### src/hw/rtl/ppst_pkg.sv
// shared constants, types and codes of the packed pixel store
`timescale 1ns / 1ps
`default_nettype none
package ppst_pkg;

    localparam int STORE_BYTES = 65536;
    localparam int ADDR_W      = $clog2(STORE_BYTES);
    localparam int CNT_W       = ADDR_W + 1;

    // shared multiplier operand and product widths
    localparam int MUL_A_W = 16;
    localparam int MUL_B_W = 13;
    localparam int PROD_W  = MUL_A_W + MUL_B_W;

    localparam int IN_TDATA_W  = 64;
    localparam int OUT_TDATA_W = 40;

    localparam logic [5:0] BPP_MAX  = 6'd32;
    localparam logic [7:0] BYTE_ALL = 8'hFF;

    typedef enum logic [1:0] {
        OP_READ  = 2'd0,
        OP_WRITE = 2'd1,
        OP_FLIP  = 2'd2,
        OP_CHECK = 2'd3
    } t_op;

    typedef enum logic [1:0] {
        CFG_BPP    = 2'd0,
        CFG_WIDTH  = 2'd1,
        CFG_HEIGHT = 2'd2
    } t_cfg_index;

    typedef struct packed {
        logic              we;
        logic [ADDR_W-1:0] waddr;
        logic [7:0]        wdata;
        logic              re;
        logic [ADDR_W-1:0] raddr;
    } t_mem_req;

endpackage
`default_nettype wire

### src/hw/rtl/ppst_mul.sv
// shared multiplier with registered product
`timescale 1ns / 1ps
`default_nettype none
module ppst_mul (
    input  wire logic                          i_clk,
    input  wire logic [ppst_pkg::MUL_A_W-1:0] i_a,
    input  wire logic [ppst_pkg::MUL_B_W-1:0] i_b,
    output logic      [ppst_pkg::PROD_W-1:0]  o_p
);

    logic [ppst_pkg::PROD_W-1:0] r_p;

    always_ff @(posedge i_clk) begin
        r_p <= ppst_pkg::PROD_W'(i_a) * ppst_pkg::PROD_W'(i_b);
    end

    assign o_p = r_p;

endmodule
`default_nettype wire

### config.mk
export PLATFORM = sky130hd
export DESIGN_NAME = ppst_mul
export DESIGN_NICKNAME = d
export VERILOG_FILES = /design/src/hw/rtl/ppst_pkg.sv /design/src/hw/rtl/ppst_mul.sv
export SDC_FILE = /design/constraint.sdc
export NUM_CORES = 1
export LEC_CHECK = 0
export ABC_AREA = 0
export BUFFER_PORTS_ARGS = -buffer_cell sky130_fd_sc_hd__buf_4
export CELL_PAD_IN_SITES_DETAIL_PLACEMENT = 0
export CELL_PAD_IN_SITES_GLOBAL_PLACEMENT = 1
export CORE_MARGIN = 5
export CORE_UTILIZATION = 39
export CTS_BUF_LIST = sky130_fd_sc_hd__clkbuf_4
export DETAILED_ROUTE_END_ITERATION = 7
export PLACE_DENSITY_LB_ADDON = 0.1
export SYNTH_ARGS = -nofsm -noshare
export SYNTH_HDL_FRONTEND = slang
export SYNTH_SLANG_ARGS = --single-unit
### constraint.sdc
create_clock -name i_clk -period 6.85 [get_ports i_clk]
set_input_delay 1.37 -clock i_clk [delete_from_list [all_inputs] [get_ports i_clk]]
set_output_delay 1.37 -clock i_clk [all_outputs]
set_load 0.01 [all_outputs]
### Word-level counts from Yosys, hierarchy flattened

Index checks and enable logic that the tools add are counted.

| word-level totals | value |
|---|---|
| register bits | 29 |
| input bits | 30 |
| output and inout bits | 29 |
| word-level logic and storage cells | 2 |

| cells by class | value |
|---|---|
| multipliers | 1 |

Operators with widths:

| operator | number |
|---|---|
| $mul 16x13->29 | 1 |

### Depth between registers and ports, before layout

| depth | value |
|---|---|
| word-level depth | 1 |
| depth in mapped cells | 20 |
| depth with buffers taken out | 18 |

### Least setup slack after synthesis

No wires, ideal clock.

| timing path | value |
|---|---|
| kind | input -> register |
| start point | input i_a[7] (netlist name) |
| end point | register r_p, in the netlist o_p[28] |
| arrival | 5.762 ns |
| data required time | 6.778 ns |
| path slack | 1.016 ns |
| stages on the path | 19 |
| path through | clkbuf_1 and2_1 fa_1 inv_1 fa_1 inv_1 fa_1 inv_1 fa_1 fa_1 inv_1 ha_1 buf_6 a211o_1 a31o_1 nand3_1 nand3b_1 a221oi_2 xnor2_1 |

| on the way | value |
|---|---|
| word-level cells in the longest chain between the ends | 1 |

RTL lines:

| item | RTL line | text |
|---|---|---|
| start, declared | ppst_mul.sv:6 | `input wire logic [ppst_pkg::MUL_A_W-1:0] i_a,` |
| $mul 16x13->29 | ppst_mul.sv:14 | `r_p <= ppst_pkg::PROD_W'(i_a) * ppst_pkg::PROD_W'(i_b);` |
| end signal, assigned | ppst_mul.sv:14 |  |
| end, declared | ppst_mul.sv:11 | `logic [ppst_pkg::PROD_W-1:0] r_p;` |

Every way passes these cells.

### Worst setup path after layout

| timing path | value |
|---|---|
| start point | input i_b[1] (netlist name) |
| end point | register r_p, in the netlist o_p[26] |

| on the way | value |
|---|---|
| word-level cells in the longest chain between the ends | 1 |

RTL lines:

| item | RTL line | text |
|---|---|---|
| start, declared | ppst_mul.sv:7 | `input wire logic [ppst_pkg::MUL_B_W-1:0] i_b,` |
| $mul 16x13->29 | ppst_mul.sv:14 |  |

Every way passes these cells.

==> impl_metrics.csv <==
group,metric,value,unit
run_status,status,"finished clean",
critical_path,required,7.09,ns
route,drt_iter0_markers,227,
sta,setup-tns-final,0,ns
placed_design,gp_congestion,0.851,
clock_tree,post-cts-setup-buffer-count,0,
floorplan,core,18900,µm²
global_routing,grt_usage,17.9,%
critical_path,path_cells,"buf_4 > and2_1 > fa_1 > inv_1 > fa_1 > inv_1 > fa_1 > fa_1 > inv_1 > fa_1 > inv_1 > ha_1 > a21oi_1 > o21ai_0 > a32oi_1 > o21ai_1 > a31oi_1 > xnor2_1",
yosys,post-synth-top-area-cell,"fa_1",
route,met1_length,7810,µm
yosys,synth.net_count,1131,
yosys,synth_compound_area_share,6.00,%
clock_tree,root_buffer,"clkbuf_4",
route,met3WireLength,640,µm
sta,setup_ws,0.911,ns
critical_path,worstSetupPathType,"in2reg",
floorplan,die-area,22200,µm²
yosys,synth.most_common_cell,"inv_1",
clock_tree,path_clk_slew,0.10,ns
clock_tree,cts_tree,"built",
yosys,synth_fa_ha_area_share,53.1,%
critical_path,crit_slowest_cell,"fa_1",
floorplan,chipHeight,149,µm
global_routing,grt_pass1_wl,31500,µm
yosys,synth_top_family_by_area,"adder cells",
clock_tree,cts_sinks,29,
yosys,synthMuxAreaShare,0.133,%
yosys,synth_seq_area_share,7.69,%
finish,areaGrowthSynthToFinish,9.23,%
worst_hold_path,min_path_type,"in2reg",
yosys,yosys_most_used_dff,"dfxtp_1",
sta,hold_violations,0,
critical_path,crit_family,"adder cells",
yosys,synthTopCellsByArea,"fa_1 41%, ha_1 12%, inv_1 10%, and2_1 8.1%, dfxtp_1 7.7%",
critical_path,cpMostUsedCell,"fa_1",
placed_design,place_hpwl,15500,µm
yosys,yosys.area_share.simple,18.0,%
critical_path,worstPathArrival,6.18,ns
yosys,synth-edff-count,0,
yosys,ys_top_cells_by_count,"209 x inv_1, 154 x fa_1, 131 x nand2_1",
placed_design,place.port_buffers,58,
route,wl_per_cell,16.3,µm
clock_tree,cts_buffers,5,
sta,finalSetupViolations,0,
clock_tree,cts.path.max_buffers,2,
route,vias,5657,
sta,slew_viol_final,0,
sta,fmax,168,MHz
global_routing,grt_pass1_vias,6344,
sta,worstMarginPinSlew,0.481,ns
yosys,postSynth.asyncResetShare,0,%
power_and_ir_drop,p_leak,0.00429,µW
critical_path,end_kind,"register",
route,drt-total-wl,18800,µm
critical_path,critPathMaxFanout,16,
critical_path,critPathMaxStageDelay,0.54,ns
global_routing,antenna_found_initial,0,
global_routing,grt_max_degree,17,
power_and_ir_drop,peakVddDrop,302,µV
sta,max_slew_margin,67.6,%
critical_path,critPathLaunchType,"input pin",
floorplan,ioPinCount,59,
finish,antennaDiodeCount,0,
yosys,yosysWarnings,0,
critical_path,critPathBufInv,5,
yosys,syn_area,7550,µm²
sta,fin_crit_sh,86.7,%
sta,rsz0062_at_grt,"false",
floorplan,start_util,40.0,%
yosys,synth-seq-cells,29,
route,viasPerCell,4.88,
yosys,syn_inst,873,
finish,nets,1156,
placed_design,dpl_worst_slack,0.567,ns
finish,nFillCells,1940,
route,dr.pass1.iters,4,
clock_tree,cts_hold_buffers,0,
yosys,synth.distinct_cells,46,
finish,drive_above_1_share,7.90,%
clock_tree,htreeDepth,2,
finish,largest_reg_flops,29,
route,ant_nets,0,
route,wl_met2,10100,µm
yosys,netlist.area_leader.share,40.8,%
yosys,syn_avg_cell_area,8.65,µm²
clock_tree,cts_resized,0,
power_and_ir_drop,cellPowerDensity,511,nW/µm²
sta,min_period,5.94,ns
route,top_layer,"met4",
global_routing,grt-ovfl-total,0,
route,drc,0,
floorplan,rows,50,
flow_run,drv_cap,0,
floorplan,fp.dieW,149,µm
yosys,synthXorXnorAreaFrac,2.44,%
## cell families (layout without fill, tap and decap cells)
kind of cell,Yosys count,count (layout)
flip-flops,29,29
adder cells (fa/ha/maj),228,228
XOR/XNOR,21,21
AND/OR/NAND/NOR,276,276
AO/OA/AOI/OAI,69,69
buffers and inverters,249,275
multiplexers,1,1
## placed cells by master, fill, tap and decap left out, types with 4 or more instances in the layout
cell type and n:
inv_1 209, fa_1 154, nand2_1 131, and2_1 98, ha_1 74, buf_4 58
dfxtp_1 29, a21oi_1 25, xnor2_1 16, nor2_1 12, nand3_1 12, o21ai_0 9
a21o_1 6, nor3_1 5, xor2_1 5, clkbuf_4 5, o21ai_1 4, nand4_1 4
## power breakdown
group	internal [µW]	switching, µW
combinational	1510	2200
clock	113	66.9
sequential	301	21.6
total	1920	2290
## metal layers
metal  vias to the layer above  track usage, %
met5                         -               0
met1                      2892            22.0
met4                         0            3.16
met3                        19            2.10
met2                       108            34.0
li1                       2638               -
## final timing paths
path | start | to | slack (ns) | depth (start not counted)
min | i_a[0] | o_p[0]$_DFF_P_ | 1.41 | 2
max | i_b[1] | o_p[26]$_DFF_P_ | 0.91 | 18
## metrics by stage
stage                     util, %  instance area [µm²]  std cells  hold slack, ns  power, µW
after detailed placement     43.1                 8140       1151            1.76       4080
after global placement       43.1                 8140       1151            1.76       4090
final                        43.6                 8250       1159            1.41       4210
after global routing         43.6                 8250       1159            1.41       4750
after CTS                    43.6                 8250       1159            1.41       4280
after floorplan                 -                 7550        873            1.49       3150
## cell type report
| cell class | count | area, µm² | area share, % |
|---|---|---|---|
| Multi-Input combinational cell | 595 | 6020 | 73.0 |
| Clock inverter | 3 | 65.1 | 0.789 |
| Timing Repair Buffer | 58 | 435 | 5.28 |
| Tap cell | 260 | 325 | 3.94 |
| Clock buffer | 5 | 37.5 | 0.455 |
| Sequential cell | 29 | 581 | 7.04 |
| Inverter | 209 | 785 | 9.51 |
No activity file was read; power rests on OpenSTA's default activity.
